## config.mk

```make
export PLATFORM = sky130hd
export DESIGN_NAME = ffha_ram
export DESIGN_NICKNAME = d
export VERILOG_FILES = /design/src/rtl/first_fit_heap_allocator_defines.svh /design/src/rtl/ffha_ram.sv
export SDC_FILE = /design/constraint.sdc
export NUM_CORES = 1
export LEC_CHECK = 0
export BUFFER_PORTS_ARGS = -buffer_cell sky130_fd_sc_hd__buf_2
export CAP_MARGIN = 20
export CORE_MARGIN = 2
export CORE_UTILIZATION = 46
export DETAILED_ROUTE_END_ITERATION = 7
export GPL_TIMING_DRIVEN = 0
export PLACE_DENSITY = 0.74
export SETUP_SLACK_MARGIN = 0.15
export SKIP_CTS_REPAIR_TIMING = 1
export SYNTH_ARGS = -nofsm -noshare
export SYNTH_HDL_FRONTEND = slang
export SYNTH_SLANG_ARGS = --single-unit
export TNS_END_PERCENT = 1
```

## constraint.sdc

```tcl
create_clock -name clock -period 1.4 [get_ports clock]
set_input_delay 0.42 -clock clock [delete_from_list [all_inputs] [get_ports clock]]
set_output_delay 0.42 -clock clock [all_outputs]
set_load 0.01 [all_outputs]
```

## src/rtl/first_fit_heap_allocator_defines.svh

```systemverilog
// assertion macros shared by the allocator rtl
`ifndef FIRST_FIT_HEAP_ALLOCATOR_DEFINES_SVH
`define FIRST_FIT_HEAP_ALLOCATOR_DEFINES_SVH

// consequent checked in the same cycle as the antecedent
`define FFHA_ASSERT_SAME(lbl, clk, rst, ante, cons, msg) \
   lbl: assert property (@(posedge clk) disable iff (rst) (ante) |-> (cons)) \
      else $error(msg);

// consequent checked in the cycle after the antecedent
`define FFHA_ASSERT_NEXT(lbl, clk, rst, ante, cons, msg) \
   lbl: assert property (@(posedge clk) disable iff (rst) (ante) |=> (cons)) \
      else $error(msg);

`endif

```

## src/rtl/ffha_ram.sv

```systemverilog
// ----------------------------------------------------------------------------
// ffha_ram
// generic single write, single read ram with registered read data
// ----------------------------------------------------------------------------
`default_nettype none

module ffha_ram #(
   parameter int WIDTH = 8,
   parameter int DEPTH = 2
) (
   input  wire logic                     clock,
   input  wire logic                     wr_en,
   input  wire logic [$clog2(DEPTH)-1:0] wr_addr,
   input  wire logic [WIDTH-1:0]         wr_data,
   input  wire logic [$clog2(DEPTH)-1:0] rd_addr,
   output logic      [WIDTH-1:0]         rd_data
);

   logic [WIDTH-1:0] mem [DEPTH];

   always_ff @(posedge clock) begin
      if (wr_en) begin
         mem[wr_addr] <= wr_data;
      end
      rd_data <= mem[rd_addr];
   end

endmodule

`default_nettype wire

```

==> impl_metrics.env <==
export IMPL_p_int_mw=0.9695
export IMPL_grtUsageTotal=0.09625
export IMPL_hold_violations=0
export IMPL_max_slew_worst_pin_slew_ns=0.6772
export IMPL_leakage_nw=0.3789
export IMPL_grt_max_degree=13
export IMPL_relSlewSlack=0.5476
export IMPL_placed_area_um2=894.6
export IMPL_maxClockFrequency_mhz=867.9
export IMPL_fin_area_um2=917.1
export IMPL_critPathBufInv=1
export IMPL_criticalPathCategory="reg -> out"
export IMPL_clk_pin_slew_ns=0.11
export IMPL_max_stage_delay_ns=0.32
export IMPL_port_buffers=18
export IMPL_numCtsBuffers=3
export IMPL_outcome="completed"
export IMPL_layout_commonest_cell="buf_2"
export IMPL_worstHoldPathType="in -> reg"
export IMPL_syn_mean_instance_area_um2=22.41
export IMPL_io_pins=20
export IMPL_skew_ns=0.0009254
export IMPL_cp_max_fo=1
export IMPL_slowest_stage="dfxtp_1"
export IMPL_mostFrequentLayoutCells="18 x buf_2, 16 x edfxtp_1, 8 x mux2_4, 8 x dfxtp_1, 3 x clkbuf_4"
export IMPL_rsz0062_at_grt="no"
export IMPL_ys_ff_latch=24
export IMPL_setup_viol=0
export IMPL_worst_skew_pair_late_latency_ns=0.29
export IMPL_antenna_found_initial=0
export IMPL_switching_share=0.1852
export IMPL_fin_nets=70
export IMPL_finalCritPeriodShare=0.8230
export IMPL_htreeDepth=1
export IMPL_switchingPower_mw=0.2203
export IMPL_drcViolationCount=0
export IMPL_pwr_share_clk=0.223
export IMPL_cp_data_arrival_time_ns=0.73
export IMPL_avgViaCountPerCell=4.847
export IMPL_vdd_drop_max_mv=0.7405
export IMPL_pwr_share_comb=0.085
export IMPL_drive_gt1_frac=0.5357
export IMPL_grt_pass1_vias=330
export IMPL_dieArea_um2=2052
export IMPL_synth_nets=47
export IMPL_synth_area_um2=784.5
export IMPL_start_util=0.5032
export IMPL_worstSetupStartpointType="register"
export IMPL_clockBufferDepth=2
export IMPL_worst_setup_path_end_kind="output pin"
export IMPL_dr_pass1_iters=3
export IMPL_cap_viol_max_count=0
export IMPL_drt_iter0_markers=7
export IMPL_seq_area_frac_synth=0.8166
export IMPL_num_antenna_cells=0
export IMPL_area_growth_pct=16.91
export IMPL_rows=14
export IMPL_coreArea_um2=1559
export IMPL_avgRoutedWirePerCell_um=11.44
export IMPL_cts_tree="built"
export IMPL_syn_inst=35
export IMPL_finalMaxSlewViolations=0
export IMPL_worstPathRequired_ns=0.98
export IMPL_via_count=349
export IMPL_die_w_um=45.30
export IMPL_antenna_left=0
export IMPL_power_density_nw_per_um2=1297
export IMPL_tns_ns=0
export IMPL_overflow=0
export IMPL_clockRootBuffer="clkbuf_4"
export IMPL_period_minus_slack_ns=1.152
export IMPL_path_delay_family="flip-flops"
export IMPL_worstPathCellList="buf_2"
export IMPL_synth_cell_type_count=6
export IMPL_place_gp_congestion=0.6668
export IMPL_yosys_warnings=0
export IMPL_seq_power_share=0.692
export IMPL_cts_sinks=24
export IMPL_postRouteWirelength_um=824
export IMPL_grt_first_pass_wirelength_um=1304
export IMPL_die_h_um=45.30
-- cell families after synthesis --
logic type / Yosys count / synth area share
DFF: 24 / 0.8166
buffers and inverters: 1 / 0.01435
and+or+nand+nor: 2 / 0.01596
muxes: 8 / 0.1531
-- power groups by stage --
stage	registers, mW	logic, mW	clock network, mW
after CTS	0.824	0.104	0.278
after floorplan	0.850	0.0488	0
final	0.823	0.102	0.265
after global placement	0.837	0.102	0
after detailed placement	0.840	0.103	0
after global routing	0.828	0.112	0.298
-- cell type report --
type,instances,area (um^2)
fillers,118,641.9
flip-flops and latches,24,640.6
multi-input cells,10,132.6
repair buffers,18,90.09
clock buffers,3,22.52
well taps,16,20.02
plain buffers,1,11.26
-- per-layer routing --
| metal | routed length (um) | track usage | up-vias |
|---|---|---|---|
| met5 | 0 | 0 | - |
| met4 | 0 | 0.05294 | 0 |
| met3 | 44 | 0.02400 | 0 |
| met2 | 487 | 0.1686 | 13 |
| met1 | 292 | 0.1057 | 164 |
| li1 | - | - | 172 |
-- synth_stat cells --
master	n	area share
edfxtp_1	16	0.61
mux2_4	8	0.15
buf_6	1	0.014
nor2b_1	1	0.0080
dfxtp_1	8	0.20
and2_1	1	0.0080
-- final timing paths --
path	from	end	slack [ns]	cells after the start
hold reg to reg	mem[0][5]	rd_data[5]	0.48	1
hold / removal	wr_data[4]	mem[0][4]	0.31	1
setup / recovery	rd_data[3]	rd_data[3]	0.25	1
setup reg to reg	mem[0][2]	rd_data[2]	0.65	1
-- sequential cells by signal, summed over array words and instances (netlist names) --
register	flops
mem	16
rd_data	8
-- per-stage QoR --
step | util | hold slack [ns] | power (mW) | cells | setup slack [ns]
after CTS | 0.5883 | 0.3008 | 1.205 | 72 | 0.2331
after detailed placement | 0.5738 | 0.4595 | 0.9436 | 69 | -0.06809
after global routing | 0.5883 | 0.2955 | 1.237 | 72 | 0.1817
final | 0.5883 | 0.3106 | 1.190 | 72 | 0.2477
after floorplan | - | 0.4523 | 0.8988 | 35 | 0.1866
after global placement | 0.5738 | 0.4544 | 0.9386 | 69 | -0.05149
Note: power is estimated with default switching activity, not from simulation.
