### src/rtl/first_fit_heap_allocator_defines.svh
// assertion macros shared by the allocator rtl
`ifndef FIRST_FIT_HEAP_ALLOCATOR_DEFINES_SVH
`define FIRST_FIT_HEAP_ALLOCATOR_DEFINES_SVH

// consequent checked in the same cycle as the antecedent
`define FFHA_ASSERT_SAME(lbl, clk, rst, ante, cons, msg) \
   lbl: assert property (@(posedge clk) disable iff (rst) (ante) |-> (cons)) \
      else $error(msg);

// consequent checked in the cycle after the antecedent
`define FFHA_ASSERT_NEXT(lbl, clk, rst, ante, cons, msg) \
   lbl: assert property (@(posedge clk) disable iff (rst) (ante) |=> (cons)) \
      else $error(msg);

`endif

### src/rtl/ffha_pkg.sv
// ----------------------------------------------------------------------------
// ffha_pkg
// shared types and constants of the first-fit heap allocator
// ----------------------------------------------------------------------------
`default_nettype none

package ffha_pkg;

   localparam int DESCRIPTORS_DEF = 64;
   localparam int ADDR_BITS_DEF   = 32;
   localparam int SIZE_W          = 32;
   localparam int ALIGN_W         = 17;
   localparam int CSR_ADDR_W      = 3;
   localparam int CSR_DATA_W      = 32;

   typedef enum logic [1:0] {
      STS_OK      = 2'd0,
      STS_NO_FIT  = 2'd1,
      STS_NO_DESC = 2'd2,
      STS_UNKNOWN = 2'd3
   } status_type;

   typedef enum logic {
      REQ_ALLOC = 1'b0,
      REQ_FREE  = 1'b1
   } req_kind_type;

   typedef enum logic {
      ALU_ADD = 1'b0,
      ALU_SUB = 1'b1
   } alu_op_type;

   localparam logic CSR_HEAP_BASE = 1'b0;
   localparam logic CSR_HEAP_SIZE = 1'b1;

   typedef struct packed {
      logic               start;
      logic [SIZE_W-1:0]  dividend;
      logic [ALIGN_W-1:0] divisor;
   } rem_req_type;

   typedef struct packed {
      logic               done;
      logic [ALIGN_W-1:0] rem;
   } rem_rsp_type;

endpackage

`default_nettype wire

### src/rtl/ffha_rem.sv
// ----------------------------------------------------------------------------
// ffha_rem
// restoring remainder unit, one dividend bit per cycle
// ----------------------------------------------------------------------------
`default_nettype none

module ffha_rem (
   input  wire logic                 clock,
   input  wire logic                 reset,
   input  wire ffha_pkg::rem_req_type req,
   output ffha_pkg::rem_rsp_type     rsp
);
   import ffha_pkg::*;

   localparam int CNT_W = $clog2(SIZE_W) + 1;

   logic                 run_ff, run_in;
   logic                 done_ff, done_in;
   logic [CNT_W-1:0]     cnt_ff, cnt_in;
   logic [SIZE_W-1:0]    dvd_ff, dvd_in;
   logic [ALIGN_W-1:0]   dvs_ff, dvs_in;
   logic [ALIGN_W-1:0]   rem_ff, rem_in;
   logic [ALIGN_W:0]     shifted;
   logic [ALIGN_W+1:0]   diff;

   always_comb begin
      run_in  = run_ff;
      done_in = 1'b0;
      cnt_in  = cnt_ff;
      dvd_in  = dvd_ff;
      dvs_in  = dvs_ff;
      rem_in  = rem_ff;
      shifted = {rem_ff, dvd_ff[SIZE_W-1]};
      diff    = {1'b0, shifted} - {2'b00, dvs_ff};
      if (req.start) begin
         run_in = 1'b1;
         cnt_in = '0;
         dvd_in = req.dividend;
         dvs_in = req.divisor;
         rem_in = '0;
      end else if (run_ff) begin
         // trial subtract, keep it when no borrow
         rem_in = diff[ALIGN_W+1] ? shifted[ALIGN_W-1:0] : diff[ALIGN_W-1:0];
         dvd_in = {dvd_ff[SIZE_W-2:0], 1'b0};
         cnt_in = cnt_ff + CNT_W'(1);
         if (cnt_ff == CNT_W'(SIZE_W - 1)) begin
            run_in  = 1'b0;
            done_in = 1'b1;
         end
      end
   end

   always_ff @(posedge clock) begin
      if (reset) begin
         run_ff  <= 1'b0;
         done_ff <= 1'b0;
         cnt_ff  <= '0;
      end else begin
         run_ff  <= run_in;
         done_ff <= done_in;
         cnt_ff  <= cnt_in;
      end
      dvd_ff <= dvd_in;
      dvs_ff <= dvs_in;
      rem_ff <= rem_in;
   end

   assign rsp.done = done_ff;
   assign rsp.rem  = rem_ff;

endmodule

`default_nettype wire

### config.mk
export PLATFORM = sky130hd
export DESIGN_NAME = ffha_rem
export DESIGN_NICKNAME = d
export VERILOG_FILES = /design/src/rtl/first_fit_heap_allocator_defines.svh /design/src/rtl/ffha_pkg.sv /design/src/rtl/ffha_rem.sv
export SDC_FILE = /design/constraint.sdc
export NUM_CORES = 1
export LEC_CHECK = 0
export BUFFER_PORTS_ARGS = -buffer_cell sky130_fd_sc_hd__buf_2
export CORE_MARGIN = 8
export CORE_UTILIZATION = 40
export CTS_BUF_LIST = sky130_fd_sc_hd__clkbuf_4
export DETAILED_ROUTE_END_ITERATION = 16
export PLACE_DENSITY = 0.6
export SYNTH_ARGS = -nofsm -noshare
export SYNTH_HDL_FRONTEND = slang
export SYNTH_SLANG_ARGS = --single-unit
### constraint.sdc
create_clock -name clock -period 3.9 [get_ports clock]
set_clock_uncertainty 0.05 [all_clocks]
set_input_delay 0.585 -clock clock [delete_from_list [all_inputs] [get_ports clock]]
set_output_delay 0.585 -clock clock [all_outputs]
set_load 0.02 [all_outputs]
==> reports/results.tsv <==
stage	metric	value	unit
status	status	finished clean	
timing	Fmax	323.7	MHz
synthesis	Synth area leader	edfxtp_1	
cts	Worst-path clk slew	0.12	ns
detailed_routing	number of routed nets with antenna violations	0	
grt	Total Routing Usage GR	0.1318	
synthesis	Synth area leaders	edfxtp_1 38%, dfxtp_1 13%, mux2_1 9.1%, ha_1 5.8%, nand2_1 3.0%	
power	Clk pwr share	0.337	
grt	first-pass GRT wire length	13580	µm
grt	vias in the first global route	2810	
synthesis	FF+latch count, synth	74	
cts	CTS tree	done	
synthesis	top-count cell post-synth	edfxtp_1	
power	Lkg Pwr	0.001810	µW
grt	initial antenna violation count	0	
worst_setup_path	CP endpoint kind	register	
timing	Final Critical Period	3.090	ns
power	Comb power frac	0.153	
cells_and_area	area delta synth->final	15.97	%
placement	DP HPWL	5776	µm
worst_setup_path	WS Path Type	reg2reg	
worst_setup_path	crit path max fanout	18	
worst_setup_path	CP Data Required Time	4.17	ns
cts	hold buffers post-CTS	0	
timing	RSZ-0062 raised after global routing	no	
power	PwrDens	405.8	mW/mm²
synthesis	share of the synthesized area in the top cell type	0.3817	
worst_setup_path	Reg-to-Reg Start	dvd_ff[31]$_DFFE_PP_	
timing	worst slew pin tran	0.7514	ns
timing	slew margin rel.	0.4990	
detailed_routing	initial drt markers	132	
worst_hold_path	Hold Crit Endpoint	dvs_ff[13]$_DFFE_PP_	
run	Max Cap Violations	0	
cts	CTS Root Cell	clkbuf_4	
cts	Num CTS Buffers	9	
power	part of the power in registers	0.510	
synthesis	Post-synth EDFFs	49	
synthesis	Syn Nets	408	
detailed_routing	Avg WL per Cell	15.11	µm
synthesis	ys async rst share	0	
timing	final worst-path cycle share	0.7922	
placement	GP Congestion	0.8658	
cells_and_area	nets@finish	472	
worst_setup_path	startpoint types	register	
floorplan	Rows	36	
cells_and_area	fraction of layout cells with a size suffix above 1	0.2315	
cts	Worst-Skew Late Latency	0.42	ns
floorplan	Die W	114.2	µm
synthesis	post-synthesis sequential area ratio	0.5115	
worst_hold_path	HP Start	req[13]	
power	IR Drop Worst-Case VDD	0.1735	mV
cts	setup bufs post-CTS	0	
detailed_routing	DR vias/cell	5.126	
floorplan	Die Y	114.2	µm
floorplan	die area	0.01303	mm²
synthesis	Cells after Synth	337	
timing	Final Max Tran Viols	0	
synthesis	Syn Area/Cell	11.44	µm²
worst_hold_path	hold-critical path depth	1	
timing	Setup TNS	0	ns
power	total power	1814	µW
synthesis	Synth top cells by count	49 x edfxtp_1, 31 x mux2_1, 31 x nand2_1	
grt	largest net degree at the start of global routing	40	
floorplan	core outline area	0.009549	mm²
detailed_routing	router iterations before antenna repair	5	
floorplan	I/O pins	70	
detailed_routing	final wirelength	8144	µm
timing	setup violators final	0	
placement	Port Buf Inserts	69	
cts	CTS max path bufs	2	
power	cell internal pwr	1360	µW
synthesis	Post-synth top flop	edfxtp_1	
detailed_routing	Vias	2763	
worst_hold_path	worst hold-check path type	in2reg	
floorplan	Starting Density	0.4037	
worst_setup_path	reg2reg path depth	10	
worst_setup_path	R2R Path End	rem_ff[6]$_SDFFE_PP0P_	
power	sw power	454.6	µW
power	sw frac	0.2506	
worst_setup_path	FF-to-FF setup slack	0.81	ns
synthesis	Synthesis Warnings	0	
cts	H-tree depth	3	
cts	CTS sink cnt	74	
synthesis	Mapped Area	0.003855	mm²
synthesis	Yosys cell types	49	
timing	final hold vios	0	
worst_setup_path	CP arrival	3.36	ns
cts	CTS resizes	0	
detailed_routing	drt drc	0	
grt	Remaining Overflow, GRT	0	
cells_and_area	ANT cells	0	
[cell usage in the layout (no fill, tap or decap), types with 11 or more instances in the layout]
| master | count |
|---|---|
| a21oi_1 | 21 |
| inv_1 | 21 |
| dfxtp_1 | 25 |
| clkbuf_4 | 11 |
| mux2_1 | 31 |
| buf_2 | 69 |
| nand2_1 | 31 |
| ha_1 | 18 |
| nor2_1 | 17 |
| edfxtp_1 | 49 |
[flip-flops by register name, indices dropped and copies added, names as in the netlist]
| signal | count |
|---|---|
| cnt_ff | 6 |
| done_ff | 1 |
| dvd_ff | 32 |
| dvs_ff | 17 |
| rem_ff | 17 |
| run_ff | 1 |
[per-stage QoR]
stage / setup WS (ns) / hold WS (ns) / util / instances / instance area (µm²)
CTS: 0.7962 / 0.2466 / 0.4682 / 539 / 4471
global placement: 0.9704 / 0.4020 / 0.4488 / 523 / 4285
floorplan: 1.453 / 0.3808 / - / 337 / 3855
global route: 0.5033 / 0.2446 / 0.4682 / 539 / 4471
finish: 0.8103 / 0.2799 / 0.4682 / 539 / 4471
detailed placement: 0.8491 / 0.4217 / 0.4488 / 523 / 4285
[worst max-delay path: stages, from the launching register on]
cell and delay [ns]:
edfxtp_1 0.37, inv_1 0.10, ha_1 0.18, inv_1 0.05, fa_1 0.42, a211oi_2 0.31
o21ai_4 0.10, a41oi_4 0.32, o31a_1 0.68, nand2_1 0.11, a311oi_1 0.30
[logic make-up (layout without fill, tap and decap cells)]
logic type / Yosys count / in the layout / synth area share
AND/OR/NAND/NOR: 77 / 77 / 0.09348
buffers and inverters: 40 / 109 / 0.04739
multiplexers: 36 / 36 / 0.1035
AO/OA/AOI/OAI: 75 / 75 / 0.1441
XOR/XNOR: 16 / 16 / 0.03635
flip-flops: 74 / 74 / 0.5115
adder cells (fa/ha/maj): 19 / 19 / 0.06362
[metal layers]
layer  vias to the layer above  wire, µm  GRT usage
met3                        17       472    0.03217
met1                      1300      3679     0.1597
li1                       1377         -          -
met5                         -         0          0
met4                         0       175    0.06655
met2                        69      3817     0.2137
[worst max path at each step]
stage	slack, ns	cells after the start	start	endpoint
finish	0.81	10	dvd_ff[31]$_DFFE_PP_	rem_ff[6]$_SDFFE_PP0P_
global route	0.50	10	dvd_ff[31]$_DFFE_PP_	rem_ff[1]$_SDFFE_PP0P_
CTS	0.80	10	dvd_ff[31]$_DFFE_PP_	rem_ff[6]$_SDFFE_PP0P_
global placement	0.97	10	dvd_ff[31]$_DFFE_PP_	rem_ff[7]$_SDFFE_PP0P_
detailed placement	0.85	10	dvd_ff[31]$_DFFE_PP_	rem_ff[6]$_SDFFE_PP0P_
floorplan	1.45	4	req[49]	dvd_ff[0]$_SDFFCE_PN0P_
[power groups by stage]
stage | Combinational (µW) | Sequential, µW | Clock [µW]
after floorplan | 193 | 945 | 0
after global placement | 274 | 942 | 0
after detailed placement | 277 | 943 | 0
after CTS | 280 | 926 | 634
after global routing | 309 | 931 | 664
final | 277 | 925 | 612
[final cells by class]
cell class	instances	area [µm²]
multi-input cells	223	1700
fillers	937	5079
well taps	133	166.4
inverters	21	78.83
flip-flops and latches	74	1972
clock buffers	11	82.58
clock inverters	5	102.6
repair buffers	72	367.9
Note: power is estimated with default switching activity, not from simulation.
