[config.mk]
export PLATFORM = sky130hd
export DESIGN_NAME = ffha_alu
export DESIGN_NICKNAME = d
export VERILOG_FILES = /design/src/rtl/first_fit_heap_allocator_defines.svh /design/src/rtl/ffha_pkg.sv /design/src/rtl/ffha_alu.sv
export SDC_FILE = /design/constraint.sdc
export NUM_CORES = 1
export LEC_CHECK = 0
export ABC_AREA = 1
export ABC_CLOCK_PERIOD_IN_PS = 4200
export BUFFER_PORTS_ARGS = -buffer_cell sky130_fd_sc_hd__buf_4
export CORE_ASPECT_RATIO = 0.7
export CORE_MARGIN = 8
export CORE_UTILIZATION = 26
export DETAILED_ROUTE_END_ITERATION = 8
export GPL_ROUTABILITY_DRIVEN = 0
export PLACE_DENSITY = 0.45
export REMOVE_ABC_BUFFERS = 1
export SLEW_MARGIN = 20
export SYNTH_ARGS = -nofsm -noshare
export SYNTH_HDL_FRONTEND = slang
export SYNTH_SLANG_ARGS = --single-unit
[constraint.sdc]
create_clock -name vclk -period 4.2
set_clock_uncertainty 0.15 [all_clocks]
set_input_delay 0.84 -clock vclk [all_inputs]
set_output_delay 0.84 -clock vclk [all_outputs]
set_load 0.005 [all_outputs]
[src/rtl/first_fit_heap_allocator_defines.svh]
// assertion macros shared by the allocator rtl
`ifndef FIRST_FIT_HEAP_ALLOCATOR_DEFINES_SVH
`define FIRST_FIT_HEAP_ALLOCATOR_DEFINES_SVH

// consequent checked in the same cycle as the antecedent
`define FFHA_ASSERT_SAME(lbl, clk, rst, ante, cons, msg) \
   lbl: assert property (@(posedge clk) disable iff (rst) (ante) |-> (cons)) \
      else $error(msg);

// consequent checked in the cycle after the antecedent
`define FFHA_ASSERT_NEXT(lbl, clk, rst, ante, cons, msg) \
   lbl: assert property (@(posedge clk) disable iff (rst) (ante) |=> (cons)) \
      else $error(msg);

`endif

[src/rtl/ffha_pkg.sv]
// ----------------------------------------------------------------------------
// ffha_pkg
// shared types and constants of the first-fit heap allocator
// ----------------------------------------------------------------------------
`default_nettype none

package ffha_pkg;

   localparam int DESCRIPTORS_DEF = 64;
   localparam int ADDR_BITS_DEF   = 32;
   localparam int SIZE_W          = 32;
   localparam int ALIGN_W         = 17;
   localparam int CSR_ADDR_W      = 3;
   localparam int CSR_DATA_W      = 32;

   typedef enum logic [1:0] {
      STS_OK      = 2'd0,
      STS_NO_FIT  = 2'd1,
      STS_NO_DESC = 2'd2,
      STS_UNKNOWN = 2'd3
   } status_type;

   typedef enum logic {
      REQ_ALLOC = 1'b0,
      REQ_FREE  = 1'b1
   } req_kind_type;

   typedef enum logic {
      ALU_ADD = 1'b0,
      ALU_SUB = 1'b1
   } alu_op_type;

   localparam logic CSR_HEAP_BASE = 1'b0;
   localparam logic CSR_HEAP_SIZE = 1'b1;

   typedef struct packed {
      logic               start;
      logic [SIZE_W-1:0]  dividend;
      logic [ALIGN_W-1:0] divisor;
   } rem_req_type;

   typedef struct packed {
      logic               done;
      logic [ALIGN_W-1:0] rem;
   } rem_rsp_type;

endpackage

`default_nettype wire

[src/rtl/ffha_alu.sv]
// ----------------------------------------------------------------------------
// ffha_alu
// shared add / subtract unit, borrow flag serves as unsigned less-than
// ----------------------------------------------------------------------------
`default_nettype none

module ffha_alu #(
   parameter int W = 33
) (
   input  wire ffha_pkg::alu_op_type op,
   input  wire logic [W-1:0]         a,
   input  wire logic [W-1:0]         b,
   output logic      [W-1:0]         res,
   output logic                      borrow
);
   import ffha_pkg::*;

   logic [W:0] full;

   always_comb begin
      unique case (op)
         ALU_ADD: full = {1'b0, a} + {1'b0, b};
         ALU_SUB: full = {1'b0, a} - {1'b0, b};
         default: full = '0;
      endcase
      res    = full[W-1:0];
      borrow = (op == ALU_SUB) && full[W];
   end

endmodule

`default_nettype wire

==> results of run 1 <==
where the power goes:
part           internal [uW]  switching (uW)
clock network              0               0
registers                  0               0
logic                    557             619
worst paths after layout:
check	startpoint	end	slack, ns	cells past startpoint
worst max-delay path	b[0]	res[29]	0.06	19
worst min-delay path	b[0]	res[0]	1.90	4
per-stage QoR:
| stage | hold WS (ns) | power [uW] |
|---|---|---|
| after floorplan | 1.66 | 474 |
| after global placement | 1.88 | 928 |
| after detailed placement | 1.89 | 928 |
| after CTS | 1.90 | 993 |
| after global routing | 1.92 | 1300 |
| final | 1.90 | 1180 |
kinds of logic after synthesis:
logic type	synth area share [%]
AOI/OAI and AO/OA	5.57
xor gates and xnor gates	8.69
and+or+nand+nor	55.3
buffers and inverters	18.5
adders and majority gates	12.0
synthesized netlist by cell type:
| library cell | count | share of area, % |
|---|---|---|
| nor2_1 | 85 | 8.6 |
| or2_1 | 2 | 0.34 |
| nand2_1 | 327 | 33 |
| buf_2 | 2 | 0.27 |
| nor2_2 | 3 | 0.50 |
| nand2_4 | 2 | 0.60 |
| nand4_1 | 5 | 0.84 |
| nand2_2 | 19 | 3.2 |
| nand3_2 | 2 | 0.54 |
| clkbuf_1 | 2 | 0.20 |
| nand3_1 | 43 | 5.8 |
| o21bai_1 | 1 | 0.20 |
| o21ai_0 | 12 | 1.6 |
| a21oi_1 | 21 | 2.8 |
| a211oi_1 | 1 | 0.20 |
| ha_1 | 34 | 11 |
| nand3b_4 | 1 | 0.54 |
| inv_2 | 1 | 0.10 |
| o21ai_1 | 4 | 0.54 |
| a21o_1 | 1 | 0.20 |
| inv_1 | 178 | 18 |
| xnor2_1 | 8 | 1.9 |
| fa_1 | 1 | 0.54 |
| xor2_1 | 29 | 6.8 |
| nor3_1 | 4 | 0.54 |
| nor2_4 | 2 | 0.60 |
| and2_1 | 2 | 0.34 |
repair_timing:
item	4_1_cts	5_1_grt
setup endpoints to repair	24	27
gates resized for setup	57	229
pin swaps	21	101
buffers inserted	4	6
layout make-up:
cell class,instances,area (sq um),share of cell area (%)
multi-input cells,609,4150,62.6
repair buffers,201,1560,23.5
inverters,179,683,10.3
well taps,190,238,3.59
per-layer routing:
metal / up-vias / GRT usage (%) / wire length [microns]
met5: - / 0 / 0
met4: 0 / 0.250 / 33
met3: 4 / 1.73 / 557
met2: 89 / 24.5 / 6490
met1: 2159 / 24.1 / 8340
li1: 2733 / - / -
worst min-delay path: cells and delay by family:
kind                     cells  cell delay, ns
buffers and inverters        3            0.24
adder cells (fa/ha/maj)      1            0.12
==> flow_summary.ini, run 1 <==
[finish]
area_delta_synth_final_pct = 77.8
drive_gt1_share_pct = 44.5
final_cell_mix = nand2_1, buf_4, inv_1
insertedDiodeCount = 0
seq_cell_count = 0
stdcell_area_sq_mm = 0.00663
clock_buffers = 0
post-route-util_pct = 47.5
finalNonFillerCells = 1179
fillCellCount = 1570
regArea_sq_um = 0
final_common_cell = nand2_1
final_nets = 1093

[critical_path]
worstPathCellList = buf_8, inv_6, ha_4, nand3_4, nor2_4, nand3b_4, nand2_4, nand3_4, xor2_1, ha_2, nand2_4, nor2_4, inv_2, nor3_2, nand2_2, nand2_1, nand2_1, nand2_1, buf_6
cpMaxStageDelayCell = ha_2
worst_path_most_repeated_cell = nand2_1
cp.buffers_inverters = 4
cp-start-kind = input pin
critPathMaxFanout = 5
cp.arrival_ns = 3.15
path_class = in2out
cp.required_ns = 3.21
critPathCaptureType = output pin
slowest_delay_ns = 0.43
crit_family = simple AND/OR/NAND/NOR gates

[placed_design]
pre_cts_slack_ns = -0.167
dpl_cell_area_sq_mm = 0.00541
port_buffers = 101
dp_cells = 1169
dp_hpwl_microns = 13400

[timing]
fmax_mhz = 242
slew_violations = 0
timing.final.crit_share_pct = 98.6
tightest_slew_ns = 0.270
fin_crit_ns = 4.14
max_slew_margin_pct = 82.0
setup_ws_ns = 0.0593
setup_viol = 0
setup_tns_ns = 0
rsz0062_at_grt = yes
hold_viol_final = 0

[logic_synthesis]
postSynthCellCount = 792
yosysWarnings = 0
synth_seq_area_share_pct = 0
avgSynthCellArea_sq_um = 4.71
netlist_area_sq_mm = 0.00373
yosysUniqueCellTypes = 27

[pwr]
p_per_area_mw_per_mm2 = 177
peakVddDrop_mv = 0.0790
leakage_uw = 0.00365

[floorplanning]
die_w_microns = 159
core-area_sq_mm = 0.0140
fp.dieH_microns = 116
pin_count = 101
rows = 36
fp.dieArea_sq_mm = 0.0185
initial_core_util_pct = 26.7

[route]
drtIter0Drc = 212
vias = 4985
firstDrtPassIters = 4
routed_via_density = 4.23
wire_per_inst_microns = 13.1
routed_wl_microns = 15400
final_antenna_net_count = 0
drc = 0

[global_route]
overflow = 0
grt_usage_pct = 15.8
grt_pass1_wl_microns = 24100
grt_max_degree = 22
grt_pass1_vias = 4736
grt_antenna_before_repair = 0

[outcome]
status = finished, final reports clean

[clocking]
hold_buffers = 0

[flow_run]
cap_violations = 0

[worst_hold_path]
hold_path_class = in2out
(Power assumes the default switching activity.)
==> run 2: changes to the inputs <==
Settings changed: ABC_AREA 1 to not set, PLACE_DENSITY 0.45 to 0.48.
==> flow_summary.ini, run 2 <==
[timing]
fin_crit_ns = 4.89
slew_violations = 0
rsz0062_at_grt = yes
tightest_slew_ns = 0.422
timing.final.crit_share_pct = 116
setup_viol = 26
max_slew_margin_pct = 71.8
hold_slack_ns = 1.97
hold_viol_final = 0
setup_ws_ns = -0.692
fmax_mhz = 204
setup_tns_ns = -12.24

[route]
wire_per_inst_microns = 16.8
drtIter0Drc = 253
highest_layer = met4
drc = 0
wl_met2_microns = 6470
routed_wl_microns = 13600
routed_via_density = 5.10
wl_met1_microns = 6160
vias = 4109
final_antenna_net_count = 0
firstDrtPassIters = 5
met3_length_microns = 800

[logic_synthesis]
yosysTopAreaCellShare_pct = 16.3
synth_simple_gate_area_share_pct = 27.0
postSynthCellCount = 405
synth.most_common_cell = a21oi_1
yosysWarnings = 0
netlist_area_sq_mm = 0.00261
synth_seq_area_share_pct = 0
synth_top_family_by_area = compound AO/OA/AOI/OAI gates
synth_xor_area_share_pct = 19.1
synth_area_leaders = ha_1, xnor2_1, a21oi_1
synth_compound_area_share_pct = 30.7
synthAdderAreaFrac_pct = 17.0
synthTopCellsByCount = a21oi_1, xnor2_1, nand2_1
muxShareOfSynthArea_pct = 0.383
yosysUniqueCellTypes = 57
yosysTopAreaCell = ha_1
avgSynthCellArea_sq_um = 6.45

[critical_path]
slowest_delay_ns = 0.52
crit_family = simple AND/OR/NAND/NOR gates
worstPathCellList = buf_8, nor3_4, nand2_2, nor2_4, nand2_2, nor4_2, buf_4, a21oi_2, xnor2_1, ha_1, buf_4, buf_6, nand2_2, o21ai_4, a221oi_4, o221ai_2, a31oi_4, or4b_1, nand3_1, buf_4
cp-start-kind = input pin
critPathMaxFanout = 4
cp.arrival_ns = 3.90
path_class = in2out
cp.required_ns = 3.21
cpMaxStageDelayCell = or4b_1
cp.buffers_inverters = 5
critPathCaptureType = output pin

[global_route]
grt_antenna_before_repair = 0
grt_pass1_wl_microns = 20600
grt_max_degree = 13
overflow = 0
grt_usage_pct = 18.1
grt_pass1_vias = 4222

[placed_design]
dp_hpwl_microns = 10200
pre_cts_slack_ns = -1.17
dpl_cell_area_sq_mm = 0.00464
port_buffers = 101

[floorplanning]
die_w_microns = 136
pin_count = 101
fp.dieArea_sq_mm = 0.0136
core-area_sq_mm = 0.00972
initial_core_util_pct = 26.9
fp.dieH_microns = 99.9
rows = 30

[worst_hold_path]
hold_depth = 5
hp-start = a[0]
hold_path_end = res[0]
hold_path_class = in2out

[finish]
insertedDiodeCount = 0
stdcell_area_sq_mm = 0.00598
area_delta_synth_final_pct = 129
final_common_cell = buf_4
regArea_sq_um = 0
final_nets = 782
drive_gt1_share_pct = 64.3
seq_cell_count = 0
final_cell_mix = buf_4, buf_6, xnor2_1
clock_buffers = 0

[clocking]
hold_buffers = 0

[pwr]
p_per_area_mw_per_mm2 = 226
leakage_uw = 0.00274
peakVddDrop_mv = 0.0933

[outcome]
status = finished with violations
failed_checks = negative setup slack

[flow_run]
cap_violations = 0
run 2: cell types whose count changed after synthesis, sizes merged, moves of 11 or more:
cell   delta
nand2   -306
inv     -157
nor2     -51
xnor2    +38
nand3    -32
a21oi    +30
xor2     -18
a31oi    +12
nor3     +12
a21o     +11
run 2: how the worst max path moves through the flow:
stage          startpoint       to  slack [ns]  depth (start not counted)
6_report             b[2]  res[29]       -0.69                         20
5_1_grt              b[2]  res[29]       -0.85                         20
4_1_cts              b[3]  res[28]       -0.80                         18
3_5_place_dp        b[12]   borrow       -1.17                         18
3_3_place_gp        b[12]  res[28]       -1.01                         19
2_1_floorplan        b[4]  res[28]       -0.60                         15
run 2: area by class of cell:
cell class	instances	area (sq um)
fill	834	3740
multi-input combinational	368	3370
tap	128	160
inverter	22	92.6
timing repair buffer	288	2360
run 2: kinds of logic (layout without fill, tap and decap cells):
logic type                 count (synthesis)  in the layout
muxes                                      1              1
buffers and inverters                     37            310
xor gates and xnor gates                  57             57
adders and majority gates                 35             35
AOI/OAI and AO/OA                        127            127
and+or+nand+nor                          148            148
run 2: what timing repair did:
item	4_1_cts	5_1_grt
pin swaps	75	63
setup endpoints to repair	26	28
buffers inserted	21	18
gates resized for setup	130	108
run 2: metrics by stage:
step	total power (uW)	utilization [%]	cells
floorplan	455	-	390
global placement	1010	47.7	772
detailed placement	1020	47.7	772
CTS	1180	55.0	789
global route	1450	61.5	806
finish	1350	61.5	806
run 2: per-layer routing:
| layer | GRT usage [%] | vias up |
|---|---|---|
| li1 | - | 2025 |
| met1 | 24.9 | 1937 |
| met2 | 30.4 | 135 |
| met3 | 2.45 | 12 |
| met5 | 0 | - |
| met4 | 1.28 | 0 |
run 2: report_power, final:
group | switching, uW | internal [uW]
clock network | 0 | 0
registers | 0 | 0
logic | 623 | 731
==> run 3: changes to the inputs <==
Settings changed: TNS_END_PERCENT set to 50.
==> flow_summary.ini, run 3 (synthesis gave the netlist of run 2 again) <==
[outcome]
status = finished with violations
failed_checks = negative setup slack

[flow_run]
cap_violations = 0

[route]
routed_via_density = 4.93
drc = 0
routed_wl_microns = 12400
final_antenna_net_count = 0
drtIter0Drc = 303
wire_per_inst_microns = 15.7
vias = 3891
firstDrtPassIters = 4

[floorplanning]
core-area_sq_mm = 0.00972
rows = 30
pin_count = 101
fp.dieArea_sq_mm = 0.0136
die_w_microns = 136
fp.dieH_microns = 99.9
initial_core_util_pct = 26.9

[worst_hold_path]
hp-start = a[0]
hold_depth = 5
hold_path_end = res[0]
hold_path_class = in2out

[timing]
setup_ws_ns = -0.767
setup_tns_ns = -13.75
tightest_slew_ns = 0.415
hold_slack_ns = 1.95
setup_viol = 24
fmax_mhz = 201
timing.final.crit_share_pct = 118
slew_violations = 0
rsz0062_at_grt = yes
hold_viol_final = 0
max_slew_margin_pct = 72.2
fin_crit_ns = 4.97

[critical_path]
path_class = in2out
slowest_delay_ns = 0.41
worst_path_most_repeated_cell = buf_6
cp-start-kind = input pin
cp.arrival_ns = 3.98
critPathCaptureType = output pin
crit_family = simple AND/OR/NAND/NOR gates
cp.buffers_inverters = 6
cp.required_ns = 3.21
cp.depth = 18
worstPathCellList = buf_8, nor3_4, nand2_2, nor2_4, buf_6, nand2_4, nor4_4, buf_6, nor2_4, xnor2_2, ha_1, buf_6, a2111o_1, or3b_4, and2_4, buf_4, xor2_2, buf_4
critPathMaxFanout = 4
cpMaxStageDelayCell = a2111o_1

[finish]
area_delta_synth_final_pct = 107
fillCellCount = 911
final_nets = 765
final_cell_mix = buf_4, xnor2_1, nand2_1
drive_gt1_share_pct = 56.6
final_common_cell = buf_4
clock_buffers = 0
seq_cell_count = 0
finalNonFillerCells = 789
multi_input_area_sq_mm = 0.00305
regArea_sq_um = 0
insertedDiodeCount = 0

[pwr]
leakage_uw = 0.00254
p_per_area_mw_per_mm2 = 220
peakVddDrop_mv = 0.0982
power_uw = 1190

[placed_design]
dp_cells = 772
port_buffers = 101
dp_hpwl_microns = 10200

[global_route]
grt_pass1_vias = 3996
grt_antenna_before_repair = 0
overflow = 0
grt_max_degree = 13
grt_pass1_wl_microns = 19700
grt_usage_pct = 17.3
==> run 3: cell types whose count changed in the layout (fill, tap and decap cells not counted), moves of 7 or more <==
cell | before | now
buf_6 | 35 | 11
a21oi_1 | 16 | 33
a21oi_2 | 28 | 15
buf_4 | 247 | 256
xnor2_1 | 33 | 40
xnor2_2 | 13 | 6
==> run 3: final cells by class <==
cell class,count,area share [%]
Multi-Input combinational cell,368,56.4
Tap cell,128,2.96
Timing Repair Buffer,271,39.1
Inverter,22,1.53
==> run 3: worst max-delay path by stage <==
stage          start       to  slack (ns)
6_report        b[2]  res[16]       -0.77
5_1_grt         b[2]  res[32]       -0.91
4_1_cts         b[3]  res[28]       -0.80
3_5_place_dp   b[12]   borrow       -1.17
3_3_place_gp   b[12]  res[28]       -1.01
2_1_floorplan   b[4]  res[28]       -0.60
==> run 3: routing by layer <==
metal	vias up	share of wire, %	track usage, %
met5	-	0	0
met4	0	0.46	0.850
met3	6	5.7	2.05
met2	92	45	27.8
met1	1804	49	24.9
li1	1989	-	-
==> run 3: tightest hold or removal path, delay by kind of cell <==
kind | cells | cell delay (ns)
fa+ha+maj | 1 | 0.12
buf+inv | 4 | 0.30
==> run 3: power by group <==
group          switching, uW  internal, uW  leakage (uW)
sequential                 0             0             0
combinational            549           640       0.00254
clock                      0             0             0
total                    549           640       0.00254
==> run 3: repair_timing <==
action                                  CTS  global route
endpoints found under the setup margin   26            28
pin swaps                                45            43
gates resized for setup                  73            65
hold buffers                              0             0
endpoints found under the hold margin     0             0
setup buffers                            11             8
==> run 3: metrics by stage <==
step	util, %	cell area, sq um	setup slack (ns)
after floorplan	-	2550	-0.604
after global placement	47.7	4640	-1.01
after detailed placement	47.7	4640	-1.17
after CTS	51.8	5030	-0.800
after global routing	55.7	5410	-0.909
final	55.7	5410	-0.767
